===== src/rtl/core/fcam_pkg.sv =====
package fcam_pkg;

  // Number of mixer channels in the item format; channels at or past this are silent.
  localparam int unsigned CHANNELS     = 4;
  localparam int unsigned MaxChannels  = 4;

  localparam int unsigned SampleW      = 8;
  localparam int unsigned VolumeW      = 6;
  localparam int unsigned AttachW      = 8;
  localparam int unsigned InDataW      = MaxChannels * (SampleW + VolumeW) + AttachW;
  localparam int unsigned OutDataW     = 16;

  localparam int unsigned CfgIndexW    = 2;
  localparam int unsigned CfgDataW     = 18;
  localparam int unsigned CountW       = 17;

  localparam logic [CfgDataW-1:0] MaxBufferBytes   = 18'd131072;
  localparam logic [CfgDataW-1:0] BufferBytesReset = 18'd8192;
  localparam logic [1:0]          SoundLevelReset  = 2'd2;
  localparam logic [1:0]          SoundLevelMin    = 2'd2;
  localparam logic [15:0]         MulawClip        = 16'd8160;
  localparam logic [15:0]         MulawBias        = 16'd32;
  localparam logic [7:0]          MulawClipCode    = 8'h80;

  typedef enum logic [1:0] {
    ModeLinear16 = 2'd0,
    ModeOffset8  = 2'd1,
    ModeMulaw8   = 2'd2,
    ModeSigned8  = 2'd3
  } out_mode_e;

  typedef enum logic [CfgIndexW-1:0] {
    RegOutputMode  = 2'd0,
    RegSoundLevel  = 2'd1,
    RegBufferBytes = 2'd2,
    RegUnused      = 2'd3
  } cfg_reg_e;

  // Segmented mu-law encoder. Biasing the magnitude by 32 puts each segment
  // on a power-of-two boundary, so the segment is the leading one and the
  // mantissa is the next four bits below it, both inverted.
  function automatic logic [7:0] mulaw_encode(input logic signed [15:0] v);
    logic [15:0] mag;
    logic [15:0] biased;
    logic [15:0] shifted;
    logic [2:0]  seg;
    logic [7:0]  code;
    mag     = v[15] ? 16'(-v) : 16'(v);
    biased  = mag + MulawBias;
    seg     = 3'd0;
    for (int k = 1; k < 8; k++) begin
      if (biased[5 + k]) begin
        seg = 3'(k);
      end
    end
    shifted = biased >> ({1'b0, seg} + 4'd1);
    if (mag >= MulawClip) begin
      code = MulawClipCode;
    end else begin
      code = {1'b1, ~seg, ~shifted[3:0]};
    end
    if (v[15]) begin
      code[7] = 1'b0;
    end
    return code;
  endfunction

endpackage


===== src/rtl/core/four_channel_audio_mixer.sv =====
// Path: an accepted item enters the input register, then its result the result
// register that drives the output, where it waits while the output is stalled.
// Throughput: one item per cycle unless the output stalls; the input and result
// registers let a new item in while a finished result still waits on the output.
// Reset: asynchronous, active low; clears the pipeline, the byte counter and
// loads the register defaults (16-bit linear, level 2, 8192-byte buffer).
module four_channel_audio_mixer #(
  parameter int unsigned Channels = fcam_pkg::CHANNELS
) (
  input  logic                           clk_i,
  input  logic                           rst_ni,
  // Configuration write channel
  input  logic                           cfg_valid_i,
  output logic                           cfg_ready_o,
  input  logic [fcam_pkg::CfgIndexW-1:0] cfg_index_i,
  input  logic [fcam_pkg::CfgDataW-1:0]  cfg_data_i,
  // Input stream
  input  logic                           s_axis_tvalid,
  output logic                           s_axis_tready,
  // sample_ch0..3 [31:0], volume_ch0..3 [55:32], attach_bits [63:56]
  input  logic [fcam_pkg::InDataW-1:0]   s_axis_tdata,
  // Output stream
  output logic                           m_axis_tvalid,
  input  logic                           m_axis_tready,
  // sample_word [15:0]
  output logic [fcam_pkg::OutDataW-1:0]  m_axis_tdata,
  // buffer_end
  output logic                           m_axis_tlast
);
  import fcam_pkg::*;

  localparam int unsigned MixChannels = (Channels < MaxChannels) ? Channels : MaxChannels;
  localparam int unsigned VolBase     = MaxChannels * SampleW;
  localparam int unsigned AttachBase  = MaxChannels * (SampleW + VolumeW);

  // Configuration registers
  out_mode_e            mode_q;
  logic [1:0]           level_q;
  logic [CfgDataW-1:0]  buf_bytes_q;

  // Input register
  logic                        in_valid_q;
  logic signed [SampleW-1:0]   samp_q [MaxChannels];
  logic        [VolumeW-1:0]   vol_q  [MaxChannels];
  logic        [AttachW-1:0]   attach_q;

  // Result register
  logic                  out_valid_q;
  logic [OutDataW-1:0]   word_q;
  logic                  last_q;

  logic [CountW-1:0]     count_q;
  logic [CountW-1:0]     count_d;

  logic                  advance;
  logic                  emit;
  logic signed [14:0]    prod      [MaxChannels];
  logic signed [6:0]     prod_div  [MaxChannels];
  logic signed [15:0]    sum_full;
  logic signed [7:0]     sum_small;
  logic [OutDataW-1:0]   word_d;
  logic [CfgDataW-1:0]   limit;
  logic [CfgDataW-1:0]   next_count;
  logic                  last_d;

  assign cfg_ready_o   = 1'b1;
  assign advance       = !out_valid_q || m_axis_tready;
  assign s_axis_tready = !in_valid_q || advance;
  assign emit          = advance && in_valid_q && (level_q >= SoundLevelMin);

  assign m_axis_tvalid = out_valid_q;
  assign m_axis_tdata  = word_q;
  assign m_axis_tlast  = last_q;

  always_ff @(posedge clk_i or negedge rst_ni) begin
    if (!rst_ni) begin
      mode_q      <= ModeLinear16;
      level_q     <= SoundLevelReset;
      buf_bytes_q <= BufferBytesReset;
    end else if (cfg_valid_i) begin
      case (cfg_reg_e'(cfg_index_i))
        RegOutputMode:  mode_q      <= out_mode_e'(cfg_data_i[1:0]);
        RegSoundLevel:  level_q     <= cfg_data_i[1:0];
        RegBufferBytes: buf_bytes_q <= cfg_data_i;
        default: ;
      endcase
    end
  end

  // Mixing: a channel drops out when its volume- or period-attach bit is set.
  always_comb begin
    sum_full  = '0;
    sum_small = '0;
    for (int ch = 0; ch < MaxChannels; ch++) begin
      prod[ch]     = samp_q[ch] * $signed({1'b0, vol_q[ch]});
      // Divide by 256 truncating toward zero: round the arithmetic shift up
      // for negative products with a non-zero remainder.
      prod_div[ch] = 7'(prod[ch] >>> 8) +
                     7'(prod[ch][14] && (prod[ch][7:0] != 8'd0));
      if ((ch < MixChannels) && !attach_q[ch] && !attach_q[ch + 4]) begin
        sum_full  = sum_full + 16'(prod[ch]);
        sum_small = sum_small + 8'(prod_div[ch]);
      end
    end
  end

  always_comb begin
    case (mode_q)
      ModeLinear16: word_d = sum_full;
      ModeOffset8:  word_d = {8'd0, sum_small + 8'd128};
      ModeMulaw8:   word_d = {8'd0, mulaw_encode(sum_full)};
      ModeSigned8:  word_d = {8'd0, sum_small};
      default:      word_d = '0;
    endcase
  end

  always_comb begin
    limit      = (buf_bytes_q > MaxBufferBytes) ? MaxBufferBytes : buf_bytes_q;
    next_count = {1'b0, count_q} + ((mode_q == ModeLinear16) ? 18'd2 : 18'd1);
    last_d     = (next_count >= limit);
    count_d    = last_d ? '0 : next_count[CountW-1:0];
  end

  always_ff @(posedge clk_i or negedge rst_ni) begin
    if (!rst_ni) begin
      in_valid_q  <= 1'b0;
      out_valid_q <= 1'b0;
      count_q     <= '0;
    end else begin
      if (s_axis_tready) begin
        in_valid_q <= s_axis_tvalid;
      end
      if (advance) begin
        out_valid_q <= emit;
      end
      if (emit) begin
        count_q <= count_d;
      end
    end
  end

  always_ff @(posedge clk_i) begin
    if (s_axis_tready && s_axis_tvalid) begin
      for (int ch = 0; ch < MaxChannels; ch++) begin
        samp_q[ch] <= s_axis_tdata[ch*SampleW +: SampleW];
        vol_q[ch]  <= s_axis_tdata[VolBase + ch*VolumeW +: VolumeW];
      end
      attach_q <= s_axis_tdata[AttachBase +: AttachW];
    end
    if (emit) begin
      word_q <= word_d;
      last_q <= last_d;
    end
  end

endmodule


===== config.mk =====
export PLATFORM = sky130hd
export DESIGN_NAME = four_channel_audio_mixer
export DESIGN_NICKNAME = d
export VERILOG_FILES = /design/src/rtl/core/fcam_pkg.sv /design/src/rtl/core/four_channel_audio_mixer.sv
export SDC_FILE = /design/constraint.sdc
export NUM_CORES = 1
export LEC_CHECK = 0
export BUFFER_PORTS_ARGS = -buffer_cell sky130_fd_sc_hd__clkbuf_2
export CAP_MARGIN = 20
export CORE_ASPECT_RATIO = 2
export CORE_UTILIZATION = 64
export CTS_CLUSTER_DIAMETER = 120
export DETAILED_ROUTE_END_ITERATION = 8
export GPL_TIMING_DRIVEN = 0
export PLACE_DENSITY_LB_ADDON = 0.1
export SLEW_MARGIN = 20
export SYNTH_ARGS = -nofsm -noshare
export SYNTH_HDL_FRONTEND = slang
export SYNTH_SLANG_ARGS = --single-unit

===== constraint.sdc =====
create_clock -name clk_i -period 13.59 [get_ports clk_i]
set_input_delay 2.718 -clock clk_i [delete_from_list [all_inputs] [get_ports clk_i]]
set_output_delay 2.718 -clock clk_i [all_outputs]
set_load 0.03 [all_outputs]

* After elaboration in Yosys (flattened, before gate mapping) *
Memory sizes are Yosys's and may differ from the RTL's.
Cells that the tools add are included.

word-level totals
  bits in registers = 66
  bits in writable memories = 56
  output and inout bits = 20
  word-level logic and storage cells = 99
  memories = 2

memory list
  name    depth  bits a word  rd ports  clocked after memory_dff  write ports  line                            source
  samp_q  4      8            4         0                         4            four_channel_audio_mixer.sv:43  logic signed [SampleW-1:0] samp_q [MaxChannels];
  vol_q   4      6            4         0                         4            four_channel_audio_mixer.sv:44  logic [VolumeW-1:0] vol_q [MaxChannels];

operators by class
  add/sub/neg operators = 15
  multiply operators = 4
  $lt $le $gt $ge = 4
  equality and inequality tests = 5
  shifts and indexed selects = 1
  multiplexer cells = 25
  bitwise operators = 2
  reductions and logical operators = 32

operators with widths
  operator               count
  $mux 16                5
  $pmux 16 s4            1
  $mul 8x7->15           4
  $add 16x15->16         3
  $mux 8                 4
  $reduce_bool 8->1      4
  $add 7x1->7            4
  $add 8x7->8            3
  $mux 3                 7
  $add 17x2->18          1
  $ge 18x18->1           1
  $gt 18x18->1 const B   1
  $mux 18                1
  $mux 17                1
  $add 16x6->16 const B  1
  $ge 16x13->1 const B   1
  $neg 16->16            1
  $shr 16x4->4           1
  $logic_and 1x1->1      11
  $logic_not 1->1        10
  $add 8x8->8 const B    1
  $mux 7                 1
  $eq 2x2->1 const B     3
  $reduce_and 2->1       3
  other kinds (9)        15

* Logic depth before layout (Yosys ltp) *
Gate-level depths: netlist (run 1).

  word-level depth = 25
  mapped depth = 51

* Worst setup path before layout (run 1) *
OpenSTA, ideal clock, no wires.

  path kind = reg2reg
  from = memory vol_q[0][1]
  to = register word_q[1] (netlist: m_axis_tdata[1]), data pin
  library setup time = 0.159 ns
  arrival = 11.035 ns
  required time = 13.431 ns
  slack = 2.396 ns
  stages on the path, launching flop included = 50
  path buffers = 2
  path through = edfxtp_1 and2_1 fa_1 inv_1 fa_1 inv_1 fa_1 inv_1 fa_1 inv_1 ha_1 and3_1 a221oi_1 xnor2_1 and2_1 ha_1 o41a_1 xor2_1 [14 not listed] a21oi_1 o21a_1 mux2_2 xnor2_4 xor2_2 buf_2 a21oi_1 xnor2_1 ha_1 xnor3_1 o21bai_1 a21o_1 a21o_1 buf_4 and3_1 a211o_1 o211a_1 o221ai_2

RTL lines
  element                 line                             source
  start: declaration      four_channel_audio_mixer.sv:44
  end signal: assignment  four_channel_audio_mixer.sv:151  word_q <= word_d;
  end: declaration        four_channel_audio_mixer.sv:49   logic [OutDataW-1:0] word_q;

==> metrics.md, run 1 <==
| Metric | Value |
|---|---|
| Num ports | around 110 |
| Core footprint | 27500 µm² |
| DR iter-0 viols | 604 |
| Largest family of logic cells by synthesized area | adder cells |
| Final min period | approximately 13000 ps |
| Post-cts sizing count | 0 |
| Compound-Gate Fraction of Synth Area | 15.1% |
| Cells after synthesis | 1964 |
| Max Transition Viols Final | 0 |
| Delay-heaviest family, CP | compound AO/OA/AOI/OAI gates |
| Largest net degree at the start of global routing | 41 |
| Slew @ Worst Pin | 1010 ps |
| Number of remaining DRC errors | 0 |
| Max Cap Viol | 0 |
| Max-slew headroom | approximately 32% |
| FF/Latch Area | 3440 µm² |
| Mux cell area share after synthesis | 3.11% |
| First-pass GRT wire length | 75000 µm |
| Dpl hpwl | 38100 µm |
| Post-synth top flop | edfxtp_1 |
| Number of distinct library cells after synthesis | 90 |
| RSZ-0062 raised after global routing | false |
| Gp weighted congestion | 0.956 |
| Initial antenna violation count | 0 |
| Port Buffers | 107 |
| DR WL/cell | 18.8 µm |
| CTS tree | yes |
| CP dominant cell by count | ha_1 |
| Period utilization | 93.9% |
| Router iterations before antenna repair | 7 |
| Worst Setup Start Kind | register |
| Worst Path Required | 13850 ps |
| Final setup violating endpoints | 0 |
| Starting density of the core | about two thirds |
| Sequential share of the synthesized area | 19.2% |
| Htree depth | 4 |
| Critical path's largest stage delay | 530 ps |
| Clk_lat worst skew | 450 ps |
| Mapped cell area | about 18000 µm² |
| GR Util All Layers | 33.6% |
| TritonCTS Buffers | 17 |
| Final setup margin | approximately 840 ps |
| Most frequent cells in the layout | ha_1 (215), inv_1 (204), nand2_1 (177) |
| Buf/Inv on CP | 6 |
| # fillers | approximately 2200 |
| Synth Area in Simple Gates | 17.9% |
| Post-synth net total | about 2400 |
| EDFF count, synth | 81 |
| Die W | roughly 120 µm |
| Syn-to-layout area delta | 9.06% |
| Setup Fix Bufs, Post-CTS | 0 |
| Hold Path Class | reg2reg |
| CTS Hold Bufs | 0 |
| Share of cells above drive strength 1 | a little over a tenth |
| WS Path Type | reg2reg |
| Setup TNS Final | 0 ps |
| Final Hold Vio Count | 0 |
| Max Buffers Root-to-Sink | 2 |
| Dpl ws | 818 ps |
| Final ANT Viol Nets | 0 |
| Slowest-stage cell, CP | fa_1 |
| Vias in the first global route | 15951 |
| Die Y | 239 µm |
| Critical Path End Type | register |
| Rows | 86 |
| DRT Wirelength | 46200 µm |
| Worst reg-to-reg path cell count | 50 |
| NumNets Final | 2544 |
| Fmax | 78.4 MHz |
| Worst Skew | between 15 and 20 ps |
| Outcome | finished clean |
| Most common cell after layout, fill and taps aside | ha_1 |
| Critical-path maximum fanout | 10 |
| Hold depth | 2 |
| Ys async rst share | 33.1% |
| Clock transition at path regs | 60 ps |
| Via count | roughly 15000 |
| ANT cells | 0 |
| Post-Synth XOR/XNOR Area | a little under 8% |
| CP arrival | 13020 ps |
| Multi-input logic area | 13600 µm² |
| YS warnings | 0 |
| Syn avg cell area | 9.12 µm² |
| Synth Area in Adders | 31.5% |
| Cell at the root of the clock tree | clkbuf_16 |
| Synthesized flop and latch total | 121 |
| Total grt overflow | 0 |
| Vias per cell | 6.10 |
| Total die area | 28700 µm² |
| CTS sink cnt | roughly 120 |
| Levels on crit path | 50 |
## cells in the mapped netlist, drive strengths merged (20+ instances only)
master	number	area share [%]
nor2	106	2.2
edfxtp	81	14
fa	147	16
ha	215	15
nor3	20	0.56
dfrtp	38	5.3
a21oi	93	2.6
inv	206	4.3
and3	23	0.80
o21ai	76	2.1
nand3	35	0.98
a21o	55	2.3
xnor2	99	5.0
and2	165	5.8
xor2	52	2.6
nand2	177	3.7
nand2b	21	0.73
mux2	35	2.2
clkbuf	25	0.52
## worst paths after layout
| check | startpoint | endpoint | slack, ps |
|---|---|---|---|
| worst max-delay path | vol_q[0][1]$_DFFE_PP_ | m_axis_tdata[0]$_DFFE_PP_ | 840 |
| worst min-delay path | count_q[0]$_DFFE_PN0P_ | count_q[0]$_DFFE_PN0P_ | 490 |
| worst max register to register | vol_q[0][1]$_DFFE_PP_ | m_axis_tdata[0]$_DFFE_PP_ | 840 |
| worst min register to register | count_q[0]$_DFFE_PN0P_ | count_q[0]$_DFFE_PN0P_ | 490 |
| max in group asynchronous | rst_ni | buf_bytes_q[14]$_DFFE_PN0P_ | 10620 |
| min in group asynchronous | rst_ni | in_valid_q$_DFFE_PN0N_ | 2400 |
## cell type report
| cell class | count | share of cell area [%] |
|---|---|---|
| buffer | 38 | 0.826 |
| clock buffer | 20 | 2.40 |
| clock inverter | 12 | 0.634 |
| inverter | 208 | 4.00 |
| multi-input combinational | 1597 | 69.4 |
| sequential | 121 | 17.6 |
| tap | 352 | 2.25 |
| timing repair buffer | 110 | 2.90 |
## layer usage
metal  GRT usage [%]  routed length (µm)  vias to the layer above
li1                -                   -                     7059
met1            30.7               15500                     7274
met2            65.4               25500                      452
met3            4.10                1620                      205
met4            25.7                3650                        0
met5               0                   0                        -
## flip-flops by register name (all words and copies together) (netlist names), 2 cells and up
register / flops
mode_q: 2
buf_bytes_q: 18
m_axis_tdata: 16
samp_q: 32
count_q: 17
attach_q: 8
vol_q: 24
## per-stage QoR
step	hold WS (ps)	utilization, %	instances	cell area [µm²]
floorplan	455	-	1964	17900
global placement	471	68.6	2423	18900
detailed placement	478	68.7	2426	18900
CTS	491	70.9	2458	19500
global route	542	70.9	2458	19500
finish	494	70.9	2458	19500
## tightest hold or removal path, cell delays in order (launching register included)
cell	delay (ps)
dfrtp_1	350
nand2_1	50
o31ai_1	60
## cell families (layout without fill, tap and decap cells)
family | after synthesis | after routing
mux | 50 | 50
fa+ha+maj | 363 | 363
simple gates | 629 | 629
compound gates | 400 | 400
other cells | 1 | 1
flops | 121 | 121
xor+xnor | 154 | 154
buf+inv | 246 | 388
Power of run 1 is not shown: default switching activity piles up to over one toggle a cycle in this logic, so the estimate is an artifact.
==> run 2: changes to the inputs <==
--- a/config.mk
+++ b/config.mk
@@ -5,10 +5,11 @@
 export SDC_FILE = /design/constraint.sdc
 export NUM_CORES = 1
 export LEC_CHECK = 0
-export BUFFER_PORTS_ARGS = -buffer_cell sky130_fd_sc_hd__clkbuf_2
+export BUFFER_PORTS_ARGS = -buffer_cell sky130_fd_sc_hd__buf_2
 export CAP_MARGIN = 20
 export CORE_ASPECT_RATIO = 2
 export CORE_UTILIZATION = 64
+export CTS_BUF_LIST = sky130_fd_sc_hd__clkbuf_16
 export CTS_CLUSTER_DIAMETER = 120
 export DETAILED_ROUTE_END_ITERATION = 8
 export GPL_TIMING_DRIVEN = 0
==> run 2 against run 1 <==
Hold slack gained 17 ps. Final cell count is essentially flat. Clock skew decreased by 5.0 ps. Core utilization hardly changed. Largest cell class unchanged. Count of clock-buffer cells in the layout is 1 lower. Sequential share of layout area barely moved. Critical path depth grew 1. Wire length is 1.5% lower. Highest routed layer unchanged. Die area is the same.
==> metrics.md, run 2 (synthesis results as in run 1) <==
| Metric | Value |
|---|---|
| Max-slew headroom | 33.8% (+1.4 points) |
| Fmax | 78.5 MHz (about the same) |
| Final Hold Vio Count | 0 (unchanged) |
| DRT Wirelength | 45500 µm (-1.5%) |
| Initial antenna violation count | 0 (unchanged) |
| Worst reg-to-reg path cell count | 51 (+2.0%) |
| Delay-heaviest family, CP | compound AO/OA/AOI/OAI gates |
| Hold depth | 2 (unchanged) |
| Buf/Inv on CP | 6 (unchanged) |
| Largest net degree at the start of global routing | 41 (unchanged) |
| Fin Hold WS | 512 ps (+17.4 ps) |
| CTS sink cnt | 121 (unchanged) |
| Reg2Reg Setup Slack | 850 ps (about the same) |
| Total grt overflow | 0 (unchanged) |
| Final min period | 12740 ps (-10.5 ps) |
| Util after Layout | 70.9% (about the same) |
| Via count | 14856 (-0.89%) |
| Die W | 120 µm (unchanged) |
| Critical-path maximum fanout | 10 (unchanged) |
| Slew @ Worst Pin | 991 ps (-20.3 ps) |
| Die Y | 239 µm (unchanged) |
| Outcome | finished clean |
| Starting density of the core | 65.0% (unchanged) |
| CP dominant cell by count | a21oi_1 |
| CP arrival | 13010 ps (about the same) |
| Worst Path Required | 13860 ps (about the same) |
| Number of remaining DRC errors | 0 (unchanged) |
| Max reg flops | 32 (unchanged) |
| Max Transition Viols Final | 0 (unchanged) |
| Share of cells above drive strength 1 | 10.5% (+0.052 points) |
| Htree depth | 4 (unchanged) |
| Setup TNS Final | 0 ps (unchanged) |
| Levels on crit path | 51 (+2.0%) |
| Vias in the first global route | 15785 (-1.0%) |
| Worst Skew | 13.8 ps (-4.95 ps) |
| NumNets Final | 2543 (-0.039%) |
| Period utilization | 93.8% (about the same) |
| Hold Path Class | reg2reg |
| Max Buffers Root-to-Sink | 2 (unchanged) |
| Critical Path End Type | register |
| DR iter-0 viols | 610 (+0.99%) |
| Critical path's largest stage delay | 530 ps (about the same) |
| CTS tree | yes |
| GR Util All Layers | 33.3% (-0.28 points) |
| TritonCTS Buffers | 17 (unchanged) |
| Rows | 86 (unchanged) |
| Setup Fix Bufs, Post-CTS | 0 (unchanged) |
| Worst Setup Start Kind | register |
| Clock transition at path regs | 70 ps (about the same) |
| Most frequent cells in the layout | ha_1 (215), inv_1 (204), nand2_1 (177) |
| Most common cell after layout, fill and taps aside | ha_1 |
| Cell at the root of the clock tree | clkbuf_16 |
| CP startpoint | vol_q[0][1]$_DFFE_PP_ |
| Port Buffers | 107 (unchanged) |
| CTS Hold Bufs | 0 (unchanged) |
| Router iterations before antenna repair | 5 (-2) |
| Hold Path Sink | count_q[0]$_DFFE_PN0P_ |
| RSZ-0062 raised after global routing | false |
| First-pass GRT wire length | 74500 µm (-0.57%) |
| Largest register by flop count | samp_q |
| Total die area | 28700 µm² (unchanged) |
| Gp weighted congestion | 0.961 (+0.53%) |
| Dpl hpwl | 37400 µm (-1.8%) |
| Final ANT Viol Nets | 0 (unchanged) |
| ANT cells | 0 (unchanged) |
| RR Startpoint | vol_q[0][1]$_DFFE_PP_ |
| Max Cap Viol | 0 (unchanged) |
| Reg2reg end | m_axis_tdata[0]$_DFFE_PP_ |
| Core footprint | 27500 µm² (unchanged) |
| Final setup violating endpoints | 0 (unchanged) |
| Critical hold path startpoint | count_q[0]$_DFFE_PN0P_ |
| Clk_lat worst skew | 460 ps (about the same) |
| Vias per cell | 6.05 (-0.85%) |
| Syn-to-layout area delta | 9.08% (about the same) |
| DR WL/cell | 18.5 µm (-1.5%) |
| Top Registers | samp_q (32), vol_q (24), buf_bytes_q (18) |
| WS Path Type | reg2reg |
| Slowest-stage cell, CP | fa_1 |
| Num ports | 109 (unchanged) |
| Post-cts sizing count | 0 (unchanged) |
## run 2: cell types whose count changed in the layout (fill, tap and decap cells not counted), moves of 2 or more
| cell | before | now |
|---|---|---|
| buf_2 | 11 | 116 |
| clkbuf_2 | 107 | 1 |
| inv_4 | 2 | 0 |
| inv_8 | 1 | 3 |
## run 2: cell type report
cell class	instances	area, µm²
Buffer	38	161
Clock buffer	19	475
Clock inverter	13	118
Fill cell	2262	8010
Inverter	208	781
Multi-Input combinational cell	1597	13600
Sequential cell	121	3440
Tap cell	352	440
Timing Repair Buffer	109	561
## run 2: per-layer routing
layer / wire length, µm / track usage [%]
met1: 15500 / 30.8
met2: 24600 / 63.4
met3: 1530 / 4.60
met4: 3910 / 26.8
met5: 0 / 0
## run 2: through the flow
stage | setup slack, ps | area (µm²) | instances
after global placement | 875 | 18900 | 2423
after floorplan | 2400 | 17900 | 1964
after global routing | 24.7 | 19500 | 2457
after detailed placement | 891 | 18900 | 2425
after CTS | 832 | 19500 | 2457
final | 846 | 19500 | 2457
## run 2: how the worst max path moves through the flow
stage / slack, ps / end
after floorplan: 2400 / m_axis_tdata[1]$_DFFE_PP_
after global placement: 880 / m_axis_tdata[0]$_DFFE_PP_
after detailed placement: 890 / m_axis_tdata[0]$_DFFE_PP_
after CTS: 830 / m_axis_tdata[0]$_DFFE_PP_
after global routing: 20 / m_axis_tdata[0]$_DFFE_PP_
final: 850 / m_axis_tdata[0]$_DFFE_PP_
## run 2: worst reg2reg max path: cells and delay by family, from the launching register on
| family | cells | cell delay, ps |
|---|---|---|
| AND/OR/NAND/NOR | 8 | 1310 |
| AO/OA/AOI/OAI | 20 | 4140 |
| buffers and inverters | 6 | 690 |
| flip-flops | 1 | 510 |
| XOR/XNOR | 6 | 1510 |
| multiplexers | 2 | 710 |
| adder cells (fa/ha/maj) | 9 | 3660 |
Power of run 2 is left out for the same reason.
==> run 3: changes to the inputs <==
--- a/config.mk
+++ b/config.mk
@@ -14,6 +14,7 @@
 export DETAILED_ROUTE_END_ITERATION = 8
 export GPL_TIMING_DRIVEN = 0
 export PLACE_DENSITY_LB_ADDON = 0.1
+export RECOVER_POWER = 100
 export SLEW_MARGIN = 20
 export SYNTH_ARGS = -nofsm -noshare
 export SYNTH_HDL_FRONTEND = slang
==> run 3 against run 2 <==
The flow now finishes with violations (capacitance limit, slew limit). Sequential share of layout area about the same. Final cell count unchanged. Count of clock-buffer cells in the layout unchanged. Via count up 0.22%. Wire length up 0.20%. Critical path type unchanged. Largest cell class unchanged.
==> metrics.md, run 3 (synthesis results as in run 1) <==
| Metric | Value |
|---|---|
| Port Buffers | 107 (unchanged) |
| Starting density of the core | 65.0% (unchanged) |
| Setup Fix Bufs, Post-CTS | 0 (unchanged) |
| CTS sink cnt | 121 (unchanged) |
| RR Startpoint | vol_q[0][1]$_DFFE_PP_ |
| Worst reg-to-reg path cell count | 51 (unchanged) |
| Worst Path Required | 13860 ps (about the same) |
| CP startpoint | vol_q[0][1]$_DFFE_PP_ |
| Met1 usage | 30.8% (unchanged) |
| Fmax | 78.2 MHz (-0.28%) |
| First-pass GRT wire length | 74500 µm (unchanged) |
| Critical Path End Type | register |
| ANT cells | 0 (unchanged) |
| Via count | 14889 (+0.22%) |
| Final ANT Viol Nets | 0 (unchanged) |
| Num ports | 109 (unchanged) |
| Most used routing layer | met2 |
| Met3 Usage GRT | 4.60% (unchanged) |
| Largest net degree at the start of global routing | 41 (unchanged) |
| Max Cap Viol | 3 (+3) |
| Critical-path maximum fanout | 10 (unchanged) |
| DR iter-0 viols | 604 (-0.98%) |
| Final setup margin | 810 ps (-35.9 ps) |
| Dpl hpwl | 37400 µm (unchanged) |
| Die Y | 239 µm (unchanged) |
| Clock transition at path regs | 70 ps (about the same) |
| Critical Path Sink | m_axis_tdata[0]$_DFFE_PP_ |
| Final Hold Vio Count | 0 (unchanged) |
| Vias in the first global route | 15785 (unchanged) |
| Slowest-stage cell, CP | fa_1 |
| Max Transition Viols Final | 108 (+108) |
| Number of remaining DRC errors | 0 (unchanged) |
| RSZ-0062 raised after global routing | false |
| Share of cells above drive strength 1 | 9.26% (-1.2 points) |
| Clk_lat worst skew | 460 ps (about the same) |
| Most common cell after layout, fill and taps aside | ha_1 |
| DR WL/cell | 18.6 µm (+0.20%) |
| Most frequent cells in the layout | ha_1 (215), inv_1 (205), nand2_1 (177) |
| Setup TNS Final | 0 ps (unchanged) |
| Slew @ Worst Pin | 2150 ps (+1160 ps) |
| Top Registers | samp_q (32), vol_q (24), buf_bytes_q (18) |
| Die W | 120 µm (unchanged) |
| Max Buffers Root-to-Sink | 2 (unchanged) |
| Router iterations before antenna repair | 7 (+2) |
| CTS tree | yes |
| GR Util All Layers | 33.3% (unchanged) |
| Final min period | 12780 ps (+35.9 ps) |
| Largest register by flop count | samp_q |
| Total die area | 28700 µm² (unchanged) |
| Syn-to-layout area delta | 8.82% |
| Rows | 86 (unchanged) |
| TritonCTS Buffers | 17 (unchanged) |
| NumNets Final | 2543 (unchanged) |
| Outcome | finished, violations left |
| Initial antenna violation count | 0 (unchanged) |
| Htree depth | 4 (unchanged) |
| Worst Skew | 13.6 ps (-0.176 ps) |
| Gp weighted congestion | 0.961 (unchanged) |
| Vias per cell | 6.06 (+0.22%) |
| Final setup violating endpoints | 0 (unchanged) |
| Worst Setup Start Kind | register |
| Critical path's largest stage delay | 530 ps (about the same) |
| Post-cts sizing count | 0 (unchanged) |
| Hold Path Class | reg2reg |
| Max reg flops | 32 (unchanged) |
| Reg2Reg Setup Slack | 810 ps (-40 ps) |
| CTS Hold Bufs | 0 (unchanged) |
| Total grt overflow | 0 (unchanged) |
| Failing checks | capacitance limit, slew limit |
| Met2 GRT Util | 63.4% (unchanged) |
| Dpl ws | 891 ps (unchanged) |
| CP dominant cell by count | ha_1 |
| Reg2reg end | m_axis_tdata[0]$_DFFE_PP_ |
| Cell at the root of the clock tree | clkbuf_16 |
| Max-slew headroom | -43.2% (-77 points) |
| DRT Wirelength | 45600 µm (+0.20%) |
| Core footprint | 27500 µm² (unchanged) |
| WS Path Type | reg2reg |
| CP arrival | 13050 ps (+40 ps) |
| Period utilization | 94.0% (+0.26 points) |
==> run 3: cell types whose count changed in the layout (fill, tap and decap cells not counted) <==
cell and delta:
clkbuf_1 +24, buf_2 -22, and2_0 +5, and2_1 -4, and2_4 -1, buf_12 -1
clkbuf_2 -1, inv_1 +1, inv_2 -1, o21ai_0 +1, o21ai_1 -1
==> run 3: worst min path at each step <==
stage                                      start                endpoint  slack [ps]  cells past startpoint
after floorplan           count_q[0]$_DFFE_PN0P_  count_q[0]$_DFFE_PN0P_         460                      2
after global placement    count_q[0]$_DFFE_PN0P_  count_q[0]$_DFFE_PN0P_         470                      2
after detailed placement  count_q[0]$_DFFE_PN0P_  count_q[0]$_DFFE_PN0P_         480                      2
after CTS                 count_q[0]$_DFFE_PN0P_  count_q[0]$_DFFE_PN0P_         510                      2
after global routing      count_q[0]$_DFFE_PN0P_  count_q[0]$_DFFE_PN0P_         540                      2
final                     count_q[0]$_DFFE_PN0P_  count_q[0]$_DFFE_PN0P_         510                      2
==> run 3: cell type report <==
cell class,count,area [µm²]
multi-input combinational,1597,13600
fill,2269,8060
sequential,121,3440
inverter,208,781
timing repair buffer,109,517
clock buffer,19,475
tap,352,440
buffer,38,160
clock inverter,13,118
==> run 3: per-layer routing <==
metal  share of wire (%)  wire length [µm]
met4                 8.7              3960
met1                  34             15400
met5                   0                 0
met2                  54             24700
met3                 3.5              1600
==> run 3: through the flow <==
step | area [µm²] | util, % | hold WS [ps] | cells
after floorplan | 17900 | - | 455 | 1964
after global placement | 18900 | 68.6 | 472 | 2423
after detailed placement | 18900 | 68.8 | 477 | 2425
after CTS | 19500 | 70.9 | 514 | 2457
after global routing | 19500 | 70.8 | 536 | 2457
final | 19500 | 70.8 | 513 | 2457
==> run 3: worst max-delay path, delay by kind of cell (launching register included) <==
family / cells / cell delay [ps]
buffers and inverters: 6 / 690
multiplexers: 3 / 960
flip-flops: 1 / 510
AO/OA/AOI/OAI: 19 / 3730
adder cells (fa/ha/maj): 9 / 3750
AND/OR/NAND/NOR: 7 / 1310
XOR/XNOR: 7 / 1610
Power of run 3 is left out for the same reason.
